`config.mk`:
```
export PLATFORM = sky130hd
export DESIGN_NAME = markup_lexer_top
export DESIGN_NICKNAME = d
export VERILOG_FILES = /design/src/rtl/mlex_pkg.sv /design/src/rtl/markup_lexer_top.sv /design/src/rtl/mlex_core.sv /design/src/rtl/mlex_queue.sv
export SDC_FILE = /design/constraint.sdc
export NUM_CORES = 1
export LEC_CHECK = 0
export BUFFER_PORTS_ARGS = -buffer_cell sky130_fd_sc_hd__buf_2
export CAP_MARGIN = 20
export CORE_MARGIN = 8
export CORE_UTILIZATION = 40
export CTS_BUF_LIST = sky130_fd_sc_hd__clkbuf_4 sky130_fd_sc_hd__clkbuf_8 sky130_fd_sc_hd__clkbuf_16
export DETAILED_ROUTE_END_ITERATION = 10
export GPL_ROUTABILITY_DRIVEN = 0
export GPL_TIMING_DRIVEN = 0
export PLACE_DENSITY_LB_ADDON = 0.08
export SKIP_CTS_REPAIR_TIMING = 1
export SYNTH_ARGS = -nofsm -noshare
export SYNTH_HDL_FRONTEND = slang
export SYNTH_SLANG_ARGS = --single-unit
```
`constraint.sdc`:
```
create_clock -name clk_i -period 17.39 [get_ports clk_i]
set_input_delay 1.739 -clock clk_i [delete_from_list [all_inputs] [get_ports clk_i]]
set_output_delay 1.739 -clock clk_i [all_outputs]
set_load 0.01 [all_outputs]
```
`src/rtl/mlex_pkg.sv`:
```
// markup lexer package: record layout, lexer modes, token and error codes
// and the small character-class and keyword helper functions
// no dependencies
package mlex_pkg;

  localparam int POSITION_BITS_DEF = 16;
  localparam int QUEUE_DEPTH = 4;
  localparam int MAX_RECS = 3;
  localparam logic [15:0] LEN_MAX = 16'hffff;

  localparam logic [1:0] REC_TEXT = 2'd0;
  localparam logic [1:0] REC_DONE = 2'd1;
  localparam logic [1:0] REC_ERROR = 2'd2;

  localparam logic [3:0] KIND_EOF = 4'd0;
  localparam logic [3:0] KIND_IDENT = 4'd1;
  localparam logic [3:0] KIND_STRING = 4'd2;
  localparam logic [3:0] KIND_INT = 4'd3;
  localparam logic [3:0] KIND_TRUE = 4'd4;
  localparam logic [3:0] KIND_FALSE = 4'd5;
  localparam logic [3:0] KIND_HASH = 4'd6;
  localparam logic [3:0] KIND_LPAREN = 4'd7;
  localparam logic [3:0] KIND_RPAREN = 4'd8;
  localparam logic [3:0] KIND_LBRACE = 4'd9;
  localparam logic [3:0] KIND_RBRACE = 4'd10;
  localparam logic [3:0] KIND_EQUALS = 4'd11;

  localparam logic [1:0] ERR_UNTERM = 2'd0;
  localparam logic [1:0] ERR_ESCAPE = 2'd1;
  localparam logic [1:0] ERR_UNEXPECTED = 2'd2;

  // keyword tracker positions: after "t" and after "f", full words at 4 and 9
  localparam logic [3:0] KW_NONE = 4'd0;
  localparam logic [3:0] KW_T = 4'd1;
  localparam logic [3:0] KW_TRUE = 4'd4;
  localparam logic [3:0] KW_F = 4'd5;
  localparam logic [3:0] KW_FALSE = 4'd9;

  typedef enum logic [8:0] {
    M_IDLE    = 9'b000000001,
    M_SLASH   = 9'b000000010,
    M_COMMENT = 9'b000000100,
    M_MINUS   = 9'b000001000,
    M_INT     = 9'b000010000,
    M_IDENT   = 9'b000100000,
    M_STR     = 9'b001000000,
    M_ESC     = 9'b010000000,
    M_ERROR   = 9'b100000000
  } mode_e;

  typedef struct packed {
    logic [1:0]  rtype;
    logic [3:0]  kind;
    logic [7:0]  text;
    logic [15:0] line;
    logic [15:0] column;
    logic [15:0] length;
    logic [1:0]  err;
    logic        last;
  } rec_t;

  typedef struct packed {
    logic [1:0]           count;
    rec_t [MAX_RECS-1:0]  recs;
  } push_t;

  function automatic logic is_digit(logic [7:0] c);
    return (c >= "0") && (c <= "9");
  endfunction

  function automatic logic is_alpha(logic [7:0] c);
    return ((c >= "a") && (c <= "z")) || ((c >= "A") && (c <= "Z"));
  endfunction

  function automatic logic is_space(logic [7:0] c);
    return (c == " ") || ((c >= 8'd9) && (c <= 8'd13));
  endfunction

  function automatic logic is_word_tail(logic [7:0] c);
    return is_alpha(c) || is_digit(c) || (c == "_") || (c == ".") || (c == ",");
  endfunction

  function automatic logic [3:0] punct_kind(logic [7:0] c);
    logic [3:0] k;
    case (c)
      "#":     k = KIND_HASH;
      "(":     k = KIND_LPAREN;
      ")":     k = KIND_RPAREN;
      "{":     k = KIND_LBRACE;
      "}":     k = KIND_RBRACE;
      "=":     k = KIND_EQUALS;
      default: k = KIND_EOF;
    endcase
    return k;
  endfunction

  function automatic logic [7:0] kw_char(logic [3:0] s);
    logic [7:0] ch;
    case (s)
      4'd1:    ch = "r";
      4'd2:    ch = "u";
      4'd3:    ch = "e";
      4'd5:    ch = "a";
      4'd6:    ch = "l";
      4'd7:    ch = "s";
      4'd8:    ch = "e";
      default: ch = 8'd0;
    endcase
    return ch;
  endfunction

  function automatic logic [3:0] kw_step(logic [3:0] s, logic [7:0] c);
    logic [7:0] nc;
    nc = kw_char(s);
    return ((nc != 8'd0) && (c == nc)) ? s + 4'd1 : KW_NONE;
  endfunction

  function automatic logic [3:0] word_kind(logic [3:0] s);
    logic [3:0] k;
    case (s)
      KW_TRUE:  k = KIND_TRUE;
      KW_FALSE: k = KIND_FALSE;
      default:  k = KIND_IDENT;
    endcase
    return k;
  endfunction

  function automatic rec_t mk_rec(logic [1:0] rtype, logic [3:0] kind, logic [7:0] text,
                                  logic [15:0] line, logic [15:0] column,
                                  logic [15:0] length, logic [1:0] err);
    rec_t r;
    r.rtype  = rtype;
    r.kind   = kind;
    r.text   = text;
    r.line   = line;
    r.column = column;
    r.length = length;
    r.err    = err;
    r.last   = 1'b0;
    return r;
  endfunction

endpackage

```
`src/rtl/markup_lexer_top.sv`:
```
// markup lexer top level: byte input channel, record output channel
// depends on mlex_pkg, mlex_core and mlex_queue
//
// One source byte per accepted word; each byte is lexed in the cycle it is
// accepted and yields zero to three records (token text bytes, token complete,
// error), which go into a four-entry record queue. The output channel drains
// one record per cycle, so with no output stall the block takes a byte every
// cycle while each byte yields at most one record, and a byte with two or three
// records stalls the input while the queue drains. The input stalls
// while more than one record is queued. Line and column are POSITION_BITS wide
// internally and reported in their low 16 bits.
module markup_lexer_top #(
  parameter int POSITION_BITS = mlex_pkg::POSITION_BITS_DEF
) (
  input  logic        clk_i,
  input  logic        rst_ni,
  input  logic        in_valid_i,
  output logic        in_stall_o,
  input  logic [7:0]  char_byte_i,
  input  logic        end_of_text_i,
  output logic        out_valid_o,
  input  logic        out_stall_i,
  output logic [1:0]  record_type_o,
  output logic [3:0]  token_kind_o,
  output logic [7:0]  text_byte_o,
  output logic [15:0] start_line_o,
  output logic [15:0] start_column_o,
  output logic [15:0] text_length_o,
  output logic [1:0]  error_code_o,
  output logic        last_o
);

  mlex_pkg::push_t push;
  mlex_pkg::rec_t  head;
  logic            room;
  logic            accept;
  logic            pop;

  assign in_stall_o = !room;
  assign accept     = in_valid_i && room;
  assign pop        = out_valid_o && !out_stall_i;

  mlex_core #(
    .POSITION_BITS(POSITION_BITS)
  ) u_core (
    .clk_i         (clk_i),
    .rst_ni        (rst_ni),
    .accept_i      (accept),
    .char_byte_i   (char_byte_i),
    .end_of_text_i (end_of_text_i),
    .push_o        (push)
  );

  mlex_queue u_queue (
    .clk_i   (clk_i),
    .rst_ni  (rst_ni),
    .push_i  (push),
    .pop_i   (pop),
    .room_o  (room),
    .valid_o (out_valid_o),
    .head_o  (head)
  );

  assign record_type_o  = head.rtype;
  assign token_kind_o   = head.kind;
  assign text_byte_o    = head.text;
  assign start_line_o   = head.line;
  assign start_column_o = head.column;
  assign text_length_o  = head.length;
  assign error_code_o   = head.err;
  assign last_o         = head.last;

endmodule

```
`src/rtl/mlex_core.sv`:
```
// markup lexer core: mode and position registers and the per-byte step
// that yields up to three records for the record queue
// depends on mlex_pkg
module mlex_core #(
  parameter int POSITION_BITS = mlex_pkg::POSITION_BITS_DEF
) (
  input  logic               clk_i,
  input  logic               rst_ni,
  input  logic               accept_i,
  input  logic [7:0]         char_byte_i,
  input  logic               end_of_text_i,
  output mlex_pkg::push_t    push_o
);

  localparam int PW = (POSITION_BITS > 16) ? POSITION_BITS : 16;
  localparam logic [POSITION_BITS-1:0] POS_MAX = {POSITION_BITS{1'b1}};
  localparam logic [POSITION_BITS-1:0] POS_ONE = POSITION_BITS'(1);

  function automatic logic [15:0] pos16(logic [POSITION_BITS-1:0] v);
    logic [PW-1:0] w;
    w = PW'(v);
    return w[15:0];
  endfunction

  mlex_pkg::mode_e           mode_q, mode_d;
  logic [POSITION_BITS-1:0]  cur_line_q, cur_line_d;
  logic [POSITION_BITS-1:0]  cur_col_q, cur_col_d;
  logic [POSITION_BITS-1:0]  tok_line_q, tok_line_d;
  logic [POSITION_BITS-1:0]  tok_col_q, tok_col_d;
  logic [15:0]               tok_len_q, tok_len_d;
  logic [3:0]                kw_q, kw_d;

  mlex_pkg::rec_t [mlex_pkg::MAX_RECS-1:0] recs;
  logic [1:0]  n;
  logic        is_end;
  logic        do_idle;
  logic [7:0]  c;
  logic [7:0]  esc;
  logic [3:0]  pk;

  always_comb begin
    c         = char_byte_i;
    is_end    = end_of_text_i || (c == 8'd0);
    mode_d    = mode_q;
    cur_line_d = cur_line_q;
    cur_col_d = cur_col_q;
    tok_line_d = tok_line_q;
    tok_col_d = tok_col_q;
    tok_len_d = tok_len_q;
    kw_d      = kw_q;
    recs      = '0;
    n         = 2'd0;
    do_idle   = 1'b0;
    esc       = 8'd0;
    pk        = mlex_pkg::punct_kind(c);

    if (is_end) begin
      case (mode_q)
        mlex_pkg::M_IDENT, mlex_pkg::M_INT: begin
          recs[n] = mlex_pkg::mk_rec(mlex_pkg::REC_DONE,
                      (mode_q == mlex_pkg::M_INT) ? mlex_pkg::KIND_INT
                                                  : mlex_pkg::word_kind(kw_q),
                      8'd0, pos16(tok_line_q), pos16(tok_col_q), tok_len_q,
                      mlex_pkg::ERR_UNTERM);
          n = n + 2'd1;
          recs[n] = mlex_pkg::mk_rec(mlex_pkg::REC_DONE, mlex_pkg::KIND_EOF, 8'd0,
                      pos16(cur_line_q), pos16(cur_col_q), 16'd0, mlex_pkg::ERR_UNTERM);
          n = n + 2'd1;
        end
        mlex_pkg::M_SLASH, mlex_pkg::M_MINUS: begin
          recs[n] = mlex_pkg::mk_rec(mlex_pkg::REC_ERROR, mlex_pkg::KIND_EOF, 8'd0,
                      pos16(tok_line_q), pos16(tok_col_q), 16'd0,
                      mlex_pkg::ERR_UNEXPECTED);
          n = n + 2'd1;
        end
        mlex_pkg::M_STR, mlex_pkg::M_ESC: begin
          recs[n] = mlex_pkg::mk_rec(mlex_pkg::REC_ERROR, mlex_pkg::KIND_EOF, 8'd0,
                      pos16(tok_line_q), pos16(tok_col_q), 16'd0, mlex_pkg::ERR_UNTERM);
          n = n + 2'd1;
        end
        mlex_pkg::M_ERROR: begin
        end
        default: begin
          recs[n] = mlex_pkg::mk_rec(mlex_pkg::REC_DONE, mlex_pkg::KIND_EOF, 8'd0,
                      pos16(cur_line_q), pos16(cur_col_q), 16'd0, mlex_pkg::ERR_UNTERM);
          n = n + 2'd1;
        end
      endcase
      mode_d     = mlex_pkg::M_IDLE;
      cur_line_d = POS_ONE;
      cur_col_d  = POS_ONE;
      tok_line_d = POS_ONE;
      tok_col_d  = POS_ONE;
      tok_len_d  = 16'd0;
      kw_d       = mlex_pkg::KW_NONE;
    end else if (mode_q != mlex_pkg::M_ERROR) begin
      case (mode_q)
        mlex_pkg::M_COMMENT: begin
          if (c == 8'd10) mode_d = mlex_pkg::M_IDLE;
        end
        mlex_pkg::M_SLASH: begin
          if (c == "/") begin
            mode_d = mlex_pkg::M_COMMENT;
          end else begin
            recs[n] = mlex_pkg::mk_rec(mlex_pkg::REC_ERROR, mlex_pkg::KIND_EOF, 8'd0,
                        pos16(tok_line_q), pos16(tok_col_q), 16'd0,
                        mlex_pkg::ERR_UNEXPECTED);
            n = n + 2'd1;
            mode_d = mlex_pkg::M_ERROR;
          end
        end
        mlex_pkg::M_MINUS: begin
          if (mlex_pkg::is_digit(c)) begin
            mode_d = mlex_pkg::M_INT;
            if (tok_len_d != mlex_pkg::LEN_MAX) tok_len_d = tok_len_d + 16'd1;
            recs[n] = mlex_pkg::mk_rec(mlex_pkg::REC_TEXT, mlex_pkg::KIND_INT, "-",
                        pos16(tok_line_q), pos16(tok_col_q), tok_len_d,
                        mlex_pkg::ERR_UNTERM);
            n = n + 2'd1;
            if (tok_len_d != mlex_pkg::LEN_MAX) tok_len_d = tok_len_d + 16'd1;
            recs[n] = mlex_pkg::mk_rec(mlex_pkg::REC_TEXT, mlex_pkg::KIND_INT, c,
                        pos16(tok_line_q), pos16(tok_col_q), tok_len_d,
                        mlex_pkg::ERR_UNTERM);
            n = n + 2'd1;
          end else begin
            recs[n] = mlex_pkg::mk_rec(mlex_pkg::REC_ERROR, mlex_pkg::KIND_EOF, 8'd0,
                        pos16(tok_line_q), pos16(tok_col_q), 16'd0,
                        mlex_pkg::ERR_UNEXPECTED);
            n = n + 2'd1;
            mode_d = mlex_pkg::M_ERROR;
          end
        end
        mlex_pkg::M_STR: begin
          if (c == "\"") begin
            recs[n] = mlex_pkg::mk_rec(mlex_pkg::REC_DONE, mlex_pkg::KIND_STRING, 8'd0,
                        pos16(tok_line_q), pos16(tok_col_q), tok_len_q,
                        mlex_pkg::ERR_UNTERM);
            n = n + 2'd1;
            mode_d = mlex_pkg::M_IDLE;
          end else if (c == "\\") begin
            mode_d = mlex_pkg::M_ESC;
          end else begin
            if (tok_len_d != mlex_pkg::LEN_MAX) tok_len_d = tok_len_d + 16'd1;
            recs[n] = mlex_pkg::mk_rec(mlex_pkg::REC_TEXT, mlex_pkg::KIND_STRING, c,
                        pos16(tok_line_q), pos16(tok_col_q), tok_len_d,
                        mlex_pkg::ERR_UNTERM);
            n = n + 2'd1;
          end
        end
        mlex_pkg::M_ESC: begin
          case (c)
            "n":     esc = 8'd10;
            "r":     esc = 8'd13;
            "t":     esc = 8'd9;
            "\\":    esc = c;
            "\"":    esc = c;
            default: esc = 8'd0;
          endcase
          if (esc != 8'd0) begin
            mode_d = mlex_pkg::M_STR;
            if (tok_len_d != mlex_pkg::LEN_MAX) tok_len_d = tok_len_d + 16'd1;
            recs[n] = mlex_pkg::mk_rec(mlex_pkg::REC_TEXT, mlex_pkg::KIND_STRING, esc,
                        pos16(tok_line_q), pos16(tok_col_q), tok_len_d,
                        mlex_pkg::ERR_UNTERM);
            n = n + 2'd1;
          end else begin
            recs[n] = mlex_pkg::mk_rec(mlex_pkg::REC_ERROR, mlex_pkg::KIND_EOF, 8'd0,
                        pos16(cur_line_q), pos16(cur_col_q), 16'd0,
                        mlex_pkg::ERR_ESCAPE);
            n = n + 2'd1;
            mode_d = mlex_pkg::M_ERROR;
          end
        end
        mlex_pkg::M_INT: begin
          if (mlex_pkg::is_digit(c)) begin
            if (tok_len_d != mlex_pkg::LEN_MAX) tok_len_d = tok_len_d + 16'd1;
            recs[n] = mlex_pkg::mk_rec(mlex_pkg::REC_TEXT, mlex_pkg::KIND_INT, c,
                        pos16(tok_line_q), pos16(tok_col_q), tok_len_d,
                        mlex_pkg::ERR_UNTERM);
            n = n + 2'd1;
          end else begin
            recs[n] = mlex_pkg::mk_rec(mlex_pkg::REC_DONE, mlex_pkg::KIND_INT, 8'd0,
                        pos16(tok_line_q), pos16(tok_col_q), tok_len_q,
                        mlex_pkg::ERR_UNTERM);
            n = n + 2'd1;
            mode_d  = mlex_pkg::M_IDLE;
            do_idle = 1'b1;
          end
        end
        mlex_pkg::M_IDENT: begin
          if (mlex_pkg::is_word_tail(c)) begin
            kw_d = mlex_pkg::kw_step(kw_q, c);
            if (tok_len_d != mlex_pkg::LEN_MAX) tok_len_d = tok_len_d + 16'd1;
            recs[n] = mlex_pkg::mk_rec(mlex_pkg::REC_TEXT, mlex_pkg::KIND_IDENT, c,
                        pos16(tok_line_q), pos16(tok_col_q), tok_len_d,
                        mlex_pkg::ERR_UNTERM);
            n = n + 2'd1;
          end else begin
            recs[n] = mlex_pkg::mk_rec(mlex_pkg::REC_DONE, mlex_pkg::word_kind(kw_q), 8'd0,
                        pos16(tok_line_q), pos16(tok_col_q), tok_len_q,
                        mlex_pkg::ERR_UNTERM);
            n = n + 2'd1;
            mode_d  = mlex_pkg::M_IDLE;
            kw_d    = mlex_pkg::KW_NONE;
            do_idle = 1'b1;
          end
        end
        mlex_pkg::M_IDLE: begin
          do_idle = 1'b1;
        end
        default: begin
          mode_d = mlex_pkg::M_ERROR;
        end
      endcase

      // byte seen between tokens, or the byte that cut a word or number short
      if (do_idle && !mlex_pkg::is_space(c)) begin
        if (pk != mlex_pkg::KIND_EOF || mlex_pkg::is_digit(c) || mlex_pkg::is_alpha(c) ||
            c == "_" || c == "/" || c == "-" || c == "\"") begin
          tok_line_d = cur_line_q;
          tok_col_d  = cur_col_q;
          tok_len_d  = 16'd0;
        end
        if (pk != mlex_pkg::KIND_EOF) begin
          mode_d = mlex_pkg::M_IDLE;
          recs[n] = mlex_pkg::mk_rec(mlex_pkg::REC_TEXT, pk, c, pos16(cur_line_q),
                      pos16(cur_col_q), 16'd1, mlex_pkg::ERR_UNTERM);
          n = n + 2'd1;
          recs[n] = mlex_pkg::mk_rec(mlex_pkg::REC_DONE, pk, 8'd0, pos16(cur_line_q),
                      pos16(cur_col_q), 16'd1, mlex_pkg::ERR_UNTERM);
          n = n + 2'd1;
          tok_len_d = 16'd1;
        end else if (c == "/") begin
          mode_d = mlex_pkg::M_SLASH;
        end else if (c == "-") begin
          mode_d = mlex_pkg::M_MINUS;
        end else if (mlex_pkg::is_digit(c)) begin
          mode_d = mlex_pkg::M_INT;
          tok_len_d = 16'd1;
          recs[n] = mlex_pkg::mk_rec(mlex_pkg::REC_TEXT, mlex_pkg::KIND_INT, c,
                      pos16(cur_line_q), pos16(cur_col_q), 16'd1, mlex_pkg::ERR_UNTERM);
          n = n + 2'd1;
        end else if (mlex_pkg::is_alpha(c) || c == "_") begin
          mode_d = mlex_pkg::M_IDENT;
          if (c == "t") kw_d = mlex_pkg::KW_T;
          else if (c == "f") kw_d = mlex_pkg::KW_F;
          else kw_d = mlex_pkg::KW_NONE;
          tok_len_d = 16'd1;
          recs[n] = mlex_pkg::mk_rec(mlex_pkg::REC_TEXT, mlex_pkg::KIND_IDENT, c,
                      pos16(cur_line_q), pos16(cur_col_q), 16'd1, mlex_pkg::ERR_UNTERM);
          n = n + 2'd1;
        end else if (c == "\"") begin
          mode_d = mlex_pkg::M_STR;
        end else begin
          recs[n] = mlex_pkg::mk_rec(mlex_pkg::REC_ERROR, mlex_pkg::KIND_EOF, 8'd0,
                      pos16(cur_line_q), pos16(cur_col_q), 16'd0,
                      mlex_pkg::ERR_UNEXPECTED);
          n = n + 2'd1;
          mode_d = mlex_pkg::M_ERROR;
        end
      end

      if (c == 8'd10) begin
        if (cur_line_q != POS_MAX) cur_line_d = cur_line_q + POS_ONE;
        cur_col_d = POS_ONE;
      end else if (cur_col_q != POS_MAX) begin
        cur_col_d = cur_col_q + POS_ONE;
      end
    end

    if (n != 2'd0) recs[n - 2'd1].last = 1'b1;

    push_o.count = accept_i ? n : 2'd0;
    push_o.recs  = recs;
  end

  always_ff @(posedge clk_i or negedge rst_ni) begin
    if (!rst_ni) begin
      mode_q     <= mlex_pkg::M_IDLE;
      cur_line_q <= POS_ONE;
      cur_col_q  <= POS_ONE;
      tok_line_q <= POS_ONE;
      tok_col_q  <= POS_ONE;
      tok_len_q  <= 16'd0;
      kw_q       <= mlex_pkg::KW_NONE;
    end else if (accept_i) begin
      mode_q     <= mode_d;
      cur_line_q <= cur_line_d;
      cur_col_q  <= cur_col_d;
      tok_line_q <= tok_line_d;
      tok_col_q  <= tok_col_d;
      tok_len_q  <= tok_len_d;
      kw_q       <= kw_d;
    end
  end

endmodule

```
`src/rtl/mlex_queue.sv`:
```
// markup lexer record queue: takes up to three records per cycle from the
// core and hands one record per cycle to the output channel while it does not stall
// depends on mlex_pkg
module mlex_queue (
  input  logic              clk_i,
  input  logic              rst_ni,
  input  mlex_pkg::push_t   push_i,
  input  logic              pop_i,
  output logic              room_o,
  output logic              valid_o,
  output mlex_pkg::rec_t    head_o
);

  localparam int AW = $clog2(mlex_pkg::QUEUE_DEPTH);
  localparam int CW = $clog2(mlex_pkg::QUEUE_DEPTH + 1);

  mlex_pkg::rec_t  mem_q [mlex_pkg::QUEUE_DEPTH];
  logic [AW-1:0]   wr_ptr_q, wr_ptr_d;
  logic [AW-1:0]   rd_ptr_q, rd_ptr_d;
  logic [CW-1:0]   cnt_q, cnt_d;
  logic [AW-1:0]   offs [mlex_pkg::QUEUE_DEPTH];

  always_comb begin
    for (int i = 0; i < mlex_pkg::QUEUE_DEPTH; i++) begin
      offs[i] = AW'(i) - wr_ptr_q;
    end
    wr_ptr_d = wr_ptr_q + AW'(push_i.count);
    rd_ptr_d = rd_ptr_q + AW'(pop_i);
    cnt_d    = cnt_q + CW'(push_i.count) - CW'(pop_i);
  end

  assign valid_o = (cnt_q != '0);
  assign head_o  = mem_q[rd_ptr_q];
  // room for a full burst of records from one byte
  assign room_o  = (cnt_q <= CW'(mlex_pkg::QUEUE_DEPTH - mlex_pkg::MAX_RECS));

  always_ff @(posedge clk_i) begin
    for (int i = 0; i < mlex_pkg::QUEUE_DEPTH; i++) begin
      if (offs[i] < AW'(push_i.count)) mem_q[i] <= push_i.recs[offs[i][1:0]];
    end
  end

  always_ff @(posedge clk_i or negedge rst_ni) begin
    if (!rst_ni) begin
      wr_ptr_q <= '0;
      rd_ptr_q <= '0;
      cnt_q    <= '0;
    end else begin
      wr_ptr_q <= wr_ptr_d;
      rd_ptr_q <= rd_ptr_d;
      cnt_q    <= cnt_d;
    end
  end

endmodule

```
# Yosys cells after proc, flatten, opt, wreduce, memory -nomap -nowiden

Memories as Yosys holds them, arrays and structs flattened.
Cells that the tools add are included.

$add $sub $neg: 16
Magnitude comparators: 23
Equal/unequal tests: 48
Muxes and demuxes: 159
Reductions and logical operators: 51

Operator list:

| cell                  | number |
|---|---|
| $mux 195              | 9 |
| $bwmux 195            | 6 |
| $mux 65               | 15 |
| $mux 16               | 37 |
| $bmux 65 s2           | 4 |
| $demux 65 s2          | 3 |
| $pmux 65 s6           | 1 |
| $pmux 65 s4           | 1 |
| $mux 64               | 3 |
| $mux 61               | 3 |
| $mux 9                | 17 |
| $mux 130              | 1 |
| $eq 8x6->1 const B    | 10 |
| $pmux 16 s5           | 1 |
| $pmux 9 s8            | 1 |
| $add 16x1->16 const B | 4 |
| $eq 8x7->1 const B    | 8 |
| $ne 16x16->1 const B  | 4 |
| $mux 8                | 7 |
| $mux 4                | 12 |
| $pmux 7 s6            | 1 |
| $pmux 8 s4            | 1 |
| $mux 2                | 14 |
| $pmux 4 s6            | 1 |
| 59 further kinds      | 133 |

Flip-flop bits (word level): 100
Bits in writable memories: 260
Input port bits: 13
Output and inout port bits: 67
Logic and storage cells: 308
Memories: 1

Memory list:

| memory        | depth | bits a word | read ports | clocked after memory_dff | wr ports | RTL line         | text |
|---|---|---|---|---|---|---|---|
| u_queue.mem_q | 4     | 65          | 1          | 0                        | 4        | mlex_queue.sv:17 | `mlex_pkg::rec_t mem_q [mlex_pkg::QUEUE_DEPTH];` |

# Depth between registers and ports, before layout

Gate-level depths: netlist of the first run.

Depth in word-level cells: 26
Mapped depth: 19
Mapped depth without buffers: 15

# Hierarchy

A second synthesis of the first run with hierarchy kept.

Cells, all modules: 2535
Area, all modules: 24917.6 sq um

By module, submodules not included:

| module           | times used | cells an instance | area each (sq um) | seq. area each (sq um) |
|---|---|---|---|---|
| mlex_queue       | 1          | 1124              | 14889.3           | 7982.7 |
| mlex_core        | 1          | 1408              | 10004.6           | 2333.5 |
| markup_lexer_top | 1          | 3                 | 23.8              | 0.0 |

# Worst setup path after synthesis of the first run

No wires, ideal clock.

Kind: input port to flip-flop
From: input char_byte_i[4]
To: memory u_queue.mem_q[2][0] (netlist bit) (enable)
Setup time: 509 ps
Arrival time: 7662 ps
Data required time: 16881 ps
Path slack: 9219 ps
Cell stages on the path: 15
Path buffers: 2
Cell sequence: buf_4 -> or4b_1 -> clkbuf_1 -> nor3_1 -> o22ai_1 -> nand4b_1 -> inv_1 -> ha_1 -> nand2_1 -> a21oi_1 -> o21ai_1 -> nand2_1 -> nand2_1 -> ha_1 -> a21oi_1

RTL lines:

| item        | RTL line               | text |
|---|---|---|
| from (decl) | markup_lexer_top.sv:19 | `input logic [7:0] char_byte_i,` |
| to (decl)   | mlex_queue.sv:17       |  |

==> results.sh, run 1 <==
export IMPL_crit_family="compound AO/OA/AOI/OAI gates"
export IMPL_gr_total_overflow=0
export IMPL_yosys_area_share_adder=0.0130
export IMPL_post_route_period_util=0.395
export IMPL_cp_arrival_ns=7.12
export IMPL_dpl_cell_area_um2=25500
export IMPL_worst_slack_ns=10.52
export IMPL_maxSlewViolCount=0
export IMPL_async_flop_share=0.278
export IMPL_drtIter0Drc=4004
export IMPL_clock_sinks=360
export IMPL_area_growth_pct=13.6
export IMPL_post_place_ws_ns=10.41
export IMPL_io_pins=80
export IMPL_cp_max_fo=11
export IMPL_synth_simple_gate_area_frac=0.171
export IMPL_syn_avg_cell_area_um2=9.47
export IMPL_synth_cell_types=96
export IMPL_grt_pass1_vias=21600
export IMPL_synth_yosys_seq_area_share=0.433
export IMPL_critPathMaxStageDelay_ns=0.98
export IMPL_drc=0
export IMPL_grt_busiest_layer="met1"
export IMPL_p_leak_uw=0.00932
export IMPL_ant_nets=0
export IMPL_timing_worst_setup_path_type="in -> reg"
export IMPL_drive_above_1_share=0.136
export IMPL_cap_violations=0
export IMPL_ys_flop_type="edfxtp_1"
export IMPL_grt_max_degree=75
export IMPL_fin_skew_ns=0.0248
export IMPL_relSlewSlack=0.171
export IMPL_dieArea_um2=67700
export IMPL_post_synth_top_area_fraction=0.327
export IMPL_start_util=0.404
export IMPL_via_per_inst=6.80
export IMPL_core_area_um2=59000
export IMPL_hold_viol=0
export IMPL_grt_pass1_wl_um=150000
export IMPL_hp_class="reg -> reg"
export IMPL_synth_top_cell_by_area="edfxtp_1"
export IMPL_grtUsageMet2=0.422
export IMPL_cts_tree="done"
export IMPL_clkLatencyLatePin_ns=0.59
export IMPL_netlist_top_cells_area="edfxtp_1 33%, dfrtp_1 10%, mux4_2 6.1%, nand2_1 4.8%, o21ai_0 3.7%"
export IMPL_ir_drop_mv=0.131
export IMPL_cp_common_cell="buf_2"
export IMPL_gr_usage_all_layers=0.298
export IMPL_dieWidth_um=260
export IMPL_status="finished clean"
export IMPL_fin_nets=2691
export IMPL_worst_pin_slew_ns=1.24
export IMPL_slowest_stage="a221oi_1"
export IMPL_grt_util_met3=0.0873
export IMPL_dp_cells=3379
export IMPL_wl_um=104000
export IMPL_synth_area_um2=23800
export IMPL_cts_buffers=44
export IMPL_met1_usage=0.434
export IMPL_yosys_warnings=0
export IMPL_synth_top_family_by_area="compound AO/OA/AOI/OAI gates"
export IMPL_powerDensity_nw_per_um2=165
export IMPL_rsz0062_at_grt="false"
export IMPL_synth_compound_area_frac=0.245
export IMPL_path_clk_slew_ns=0.06
export IMPL_die_h_um=260
export IMPL_worstPathBufferInverterCount=7
export IMPL_netlist_instances=2519
export IMPL_period_minus_slack_ns=6.87
export IMPL_io_buffer_count=75
export IMPL_antenna_found_initial=0
export IMPL_setup_viol=0
export IMPL_synthMuxAreaShare=0.0753
export IMPL_finalNonFillerCells=3466
export IMPL_drtPass1Iterations=7
export IMPL_synth_xor_area_share=0.0140
export IMPL_post_drt_wl_per_cell_um=30.0
export IMPL_clockRootBuffer="clkbuf_16"
export IMPL_worstSetupStartpointType="input pin"
export IMPL_synth_edff_count=260
export IMPL_max_freq_mhz=146
export IMPL_htreeDepth=2
export IMPL_num_vias=23600
export IMPL_critPathCaptureType="flip-flop"
export IMPL_num_rows=89
export IMPL_final_util=0.459
export IMPL_fin_area_um2=27100
export IMPL_fin_setup_tns_ns=0
export IMPL_required_ns=17.64
export IMPL_synth_seq_cells=360
export IMPL_clockBufferDepth=3
export IMPL_dpl_hpwl_um=77200
export IMPL_crit_chain="buf_2 -> buf_2 -> and4bb_1 -> nand2_1 -> or2_1 -> clkbuf_1 -> inv_2 -> buf_2 -> buf_2 -> ha_1 -> clkbuf_2 -> o31ai_1 -> a21oi_2 -> nand2_1 -> o211ai_1 -> a21oi_1 -> a221oi_1 -> a31oi_1"
export IMPL_synth_nets=2555
[worst reg2reg max path, stage by stage (launching register included)]
cell,delay (ns)
dfrtp_1,0.48
nor4_4,0.49
nand4_1,0.50
or2_1,0.38
clkbuf_1,0.28
inv_2,0.25
buf_2,0.33
buf_2,0.36
ha_1,0.20
clkbuf_2,0.24
o31ai_1,0.21
a21oi_2,0.31
nand2_1,0.19
o211ai_1,0.20
a21oi_1,0.08
a221oi_1,0.98
a31oi_1,0.33
[routing by layer]
layer	part of all wire	vias to the layer above
met2	0.41	1769
li1	-	9967
met1	0.42	11600
met4	0.032	0
met5	0	-
met3	0.14	235
[cell families after synthesis]
group / after synthesis
buffers and inverters: 283
adders and majority gates: 23
and+or+nand+nor: 852
xor gates and xnor gates: 38
DFF: 360
AOI/OAI and AO/OA: 867
muxes: 96
[layout by cell type, fill, tap and decap left out, types with 27 or more instances in the layout]
cell and n:
nand2_1 305, edfxtp_1 260, nor2_1 200, o21ai_0 177
clkbuf_1 158, a21oi_1 157, buf_2 120, nand3_1 111
dfrtp_1 95, a22oi_1 72, o22ai_1 70, mux4_2 65
clkbuf_16 45, a31oi_1 40, inv_1 37, nor3_1 37
o21ai_1 36, o211ai_1 31, and2_1 30, a221oi_1 27
a22o_1 27
[state kept, by name, indices dropped and copies added, names as in the netlist]
register and cells:
u_core.cur_col_q 16, u_core.cur_line_q 16, u_core.kw_q 4, u_core.mode_q 9, u_core.tok_col_q 16, u_core.tok_len_q 16
u_core.tok_line_q 16, u_queue.cnt_q 3, u_queue.mem_q 260, u_queue.rd_ptr_q 2, u_queue.wr_ptr_q 2
[cells in the mapped netlist, drive strengths merged, types with 23 or more instances]
library cell	count
a31oi	40
dfrtp	95
a22o	27
and3	24
o21ai	215
o221ai	23
edfxtp	260
a21oi	163
xor2	23
buf	84
o211ai	32
mux4	65
nand4	29
o22ai	70
a221oi	27
nand2	305
nor2	201
clkbuf	159
inv	40
a211oi	23
a22oi	72
nand3	111
and2	31
nor3	39
[final timing paths]
path	from	to	slack [ns]	cells after the start
setup / recovery	char_byte_i[7]	u_queue.mem_q[3][24]$_DFFE_PN_	10.52	18
max in group asynchronous	rst_ni	u_core.cur_line_q[0]$_DFFE_PN1P_	15.56	2
hold / removal	u_queue.cnt_q[2]$_DFF_PN0_	u_queue.cnt_q[2]$_DFF_PN0_	0.50	1
min in group asynchronous	rst_ni	u_core.tok_len_q[9]$_DFFE_PN0P_	1.05	1
hold reg to reg	u_queue.cnt_q[2]$_DFF_PN0_	u_queue.cnt_q[2]$_DFF_PN0_	0.50	1
setup reg to reg	u_core.mode_q[2]$_DFFE_PN0P_	u_queue.mem_q[3][24]$_DFFE_PN_	11.25	16
[power breakdown]
group	leakage [uW]	total, uW	internal (uW)	switching, uW
clock	0.000755	984	589	395
combinational	0.00471	2170	688	1480
sequential	0.00386	1320	1220	97.4
total	0.00932	4470	2500	1970
[layout make-up]
class                   instances  area, um2
well taps                     773        967
flip-flops and latches        360      10300
multi-input cells            1876      12400
repair buffers                 90        704
clock buffers                  57       1220
fillers                      5696      31900
diodes                          2       5.00
plain buffers                 243       1030
inverters                      40        155
clock inverters                25        308
[through the flow]
stage / hold WS, ns / total power (uW)
6_report: 0.502 / 4470
5_1_grt: 0.508 / 4620
4_1_cts: 0.499 / 4420
3_5_place_dp: 0.485 / 3440
3_3_place_gp: 0.471 / 3370
2_1_floorplan: 0.447 / 2520
No activity file was read; power rests on OpenSTA's default activity.
==> run 2, diff against run 1 <==
- clock period: 17.39 -> 6.2 ns (I/O delays scaled with it)
==> run 2 against run 1 <==
Critical path depth shrank 2. Register-to-register slack got worse by 11 ns. Total power rose to 2.7 times the previous value. Cell count shrank 0.29%. Via count decreased by 1.2%. Sequential share of layout area is 0.31 points higher. Worst setup slack worse by 10 ns. Design area decreased by 0.81%. Count of clock-buffer cells in the layout shrank 11. Sequential cell count unchanged. Sequential power increased to 2.8 times the previous value. Die area did not move.
==> results.sh, run 2 (synthesized netlist as in run 1, its figures left out) <==
export IMPL_num_rows=89
export IMPL_post_drt_wl_per_cell_um=29.9
export IMPL_gr_usage_all_layers=0.295
export IMPL_internal_power_uw=6780
export IMPL_largest_register_ffs=260
export IMPL_io_pins=80
export IMPL_cts_buffers=41
export IMPL_hp_class="in -> reg"
export IMPL_io_buffer_count=75
export IMPL_cp_arrival_ns=6.30
export IMPL_fin_nets=2687
export IMPL_critPathCaptureType="flip-flop"
export IMPL_dieWidth_um=260
export IMPL_dieArea_um2=67700
export IMPL_area_growth_pct=12.6
export IMPL_drc=0
export IMPL_p_total_uw=12300
export IMPL_via_per_inst=6.74
export IMPL_powerDensity_nw_per_um2=457
export IMPL_hold_viol=0
export IMPL_cap_violations=0
export IMPL_clockBufferDepth=3
export IMPL_wl_um=103000
export IMPL_slowest_stage="a221oi_1"
export IMPL_whs_ns=0.481
export IMPL_dpl_hpwl_um=77300
export IMPL_fin_setup_tns_ns=0
export IMPL_setup_viol=0
export IMPL_drive_above_1_share=0.135
export IMPL_grt_pass1_wl_um=149000
export IMPL_num_vias=23300
export IMPL_path_clk_slew_ns=0.06
export IMPL_period_minus_slack_ns=6.04
export IMPL_fill_cells=5707
export IMPL_drtIter0Drc=4270
export IMPL_clock_sinks=360
export IMPL_status="finished clean"
export IMPL_core_area_um2=59000
export IMPL_dpl_cell_area_um2=25500
export IMPL_rsz0062_at_grt="false"
export IMPL_p_leak_uw=0.00922
export IMPL_cts_tree="done"
export IMPL_clockPowerShare=0.206
export IMPL_worstSetupStartpointType="flip-flop"
export IMPL_gr_total_overflow=0
export IMPL_n_antenna_cell=0
export IMPL_clockRootBuffer="clkbuf_16"
export IMPL_htreeDepth=2
export IMPL_crit_chain="nor4_4 -> nand4_1 -> or2_1 -> clkbuf_1 -> inv_2 -> buf_2 -> buf_2 -> ha_1 -> clkbuf_2 -> o31ai_1 -> a21oi_2 -> nand2_1 -> o211ai_1 -> a21oi_1 -> a221oi_1 -> a31oi_1"
export IMPL_worst_pin_slew_ns=1.19
export IMPL_grt_pass1_vias=21200
export IMPL_maxSlewViolCount=0
export IMPL_final_util=0.455
export IMPL_drtPass1Iterations=8
export IMPL_combPwrFrac=0.492
export IMPL_power_frac_seq=0.302
export IMPL_max_freq_mhz=166
export IMPL_switching_power_uw=5480
export IMPL_cp_max_fo=11
export IMPL_grt_max_degree=75
export IMPL_critPathMaxStageDelay_ns=0.84
export IMPL_final_common_cell="nand2_1"
export IMPL_ir_drop_mv=0.420
export IMPL_fin_area_um2=26900
export IMPL_relSlewSlack=0.204
export IMPL_die_h_um=260
export IMPL_ant_nets=0
export IMPL_post_route_period_util=0.974
export IMPL_top_register="u_queue.mem_q"
export IMPL_final_cell_mix="305 x nand2_1, 260 x edfxtp_1, 200 x nor2_1"
export IMPL_p_sw_frac=0.447
export IMPL_timing_worst_setup_path_type="reg -> reg"
export IMPL_clkLatencyLatePin_ns=0.59
export IMPL_multi_input_area_um2=12400
export IMPL_fin_skew_ns=0.0305
export IMPL_required_ns=6.45
export IMPL_regArea_um2=10300
export IMPL_cp_common_cell="buf_2"
export IMPL_start_util=0.404
export IMPL_antenna_found_initial=1
-- run 2: cell types whose count changed in the layout (fill, tap and decap cells not counted), sizes merged, moves of 2 or more --
cell	previous run	this run
clkinv	15	18
buf	174	172
diode	2	0
clkbuf	216	205
-- run 2: power by group through the flow --
| stage | logic (uW) | clock network [uW] | registers (uW) |
|---|---|---|---|
| finish | 6030 | 2530 | 3710 |
| global placement | 5600 | 0 | 3790 |
| floorplan | 3380 | 0 | 3660 |
| detailed placement | 5870 | 0 | 3740 |
| CTS | 5880 | 2550 | 3690 |
| global route | 6270 | 2640 | 3760 |
-- run 2: through the flow --
stage / setup slack (ns) / instances
2_1_floorplan: 0.500 / 2519
5_1_grt: 0.0110 / 3456
6_report: 0.158 / 3456
4_1_cts: 0.431 / 3454
3_5_place_dp: 0.279 / 3379
3_3_place_gp: -2.41 / 3367
-- run 2: layout make-up --
cell class              count  area share
multi-input cells        1876       0.460
flip-flops and latches    360       0.384
clock buffers              46      0.0398
plain buffers             243      0.0385
well taps                 773      0.0360
repair buffers             89      0.0246
clock inverters            29      0.0107
inverters                  40     0.00578
-- run 2: final timing paths --
kind | startpoint | endpoint | slack (ns) | depth (start not counted)
min | end_of_text_i | u_core.mode_q[1]$_DFFE_PN0P_ | 0.48 | 4
max reg2reg | u_core.mode_q[2]$_DFFE_PN0P_ | u_queue.mem_q[3][24]$_DFFE_PN_ | 0.16 | 16
min reg2reg | u_queue.cnt_q[2]$_DFF_PN0_ | u_queue.cnt_q[2]$_DFF_PN0_ | 0.48 | 1
max | u_core.mode_q[2]$_DFFE_PN0P_ | u_queue.mem_q[3][24]$_DFFE_PN_ | 0.16 | 16
max in group asynchronous | rst_ni | u_core.cur_line_q[0]$_DFFE_PN1P_ | 4.93 | 3
min in group asynchronous | rst_ni | u_core.tok_len_q[9]$_DFFE_PN0P_ | 0.50 | 2
-- run 2: critical path, delay by kind of cell, from the launching register on --
family                   cells  cell delay (ns)
AND/OR/NAND/NOR              4             1.63
buffers and inverters        5             1.43
adder cells (fa/ha/maj)      1             0.20
AO/OA/AOI/OAI                6             1.98
flip-flops                   1             0.48
-- run 2: layer usage --
metal	part of all wire	track usage
met5	0	0
met4	0.032	0.0859
met3	0.13	0.0831
met2	0.42	0.422
met1	0.42	0.430
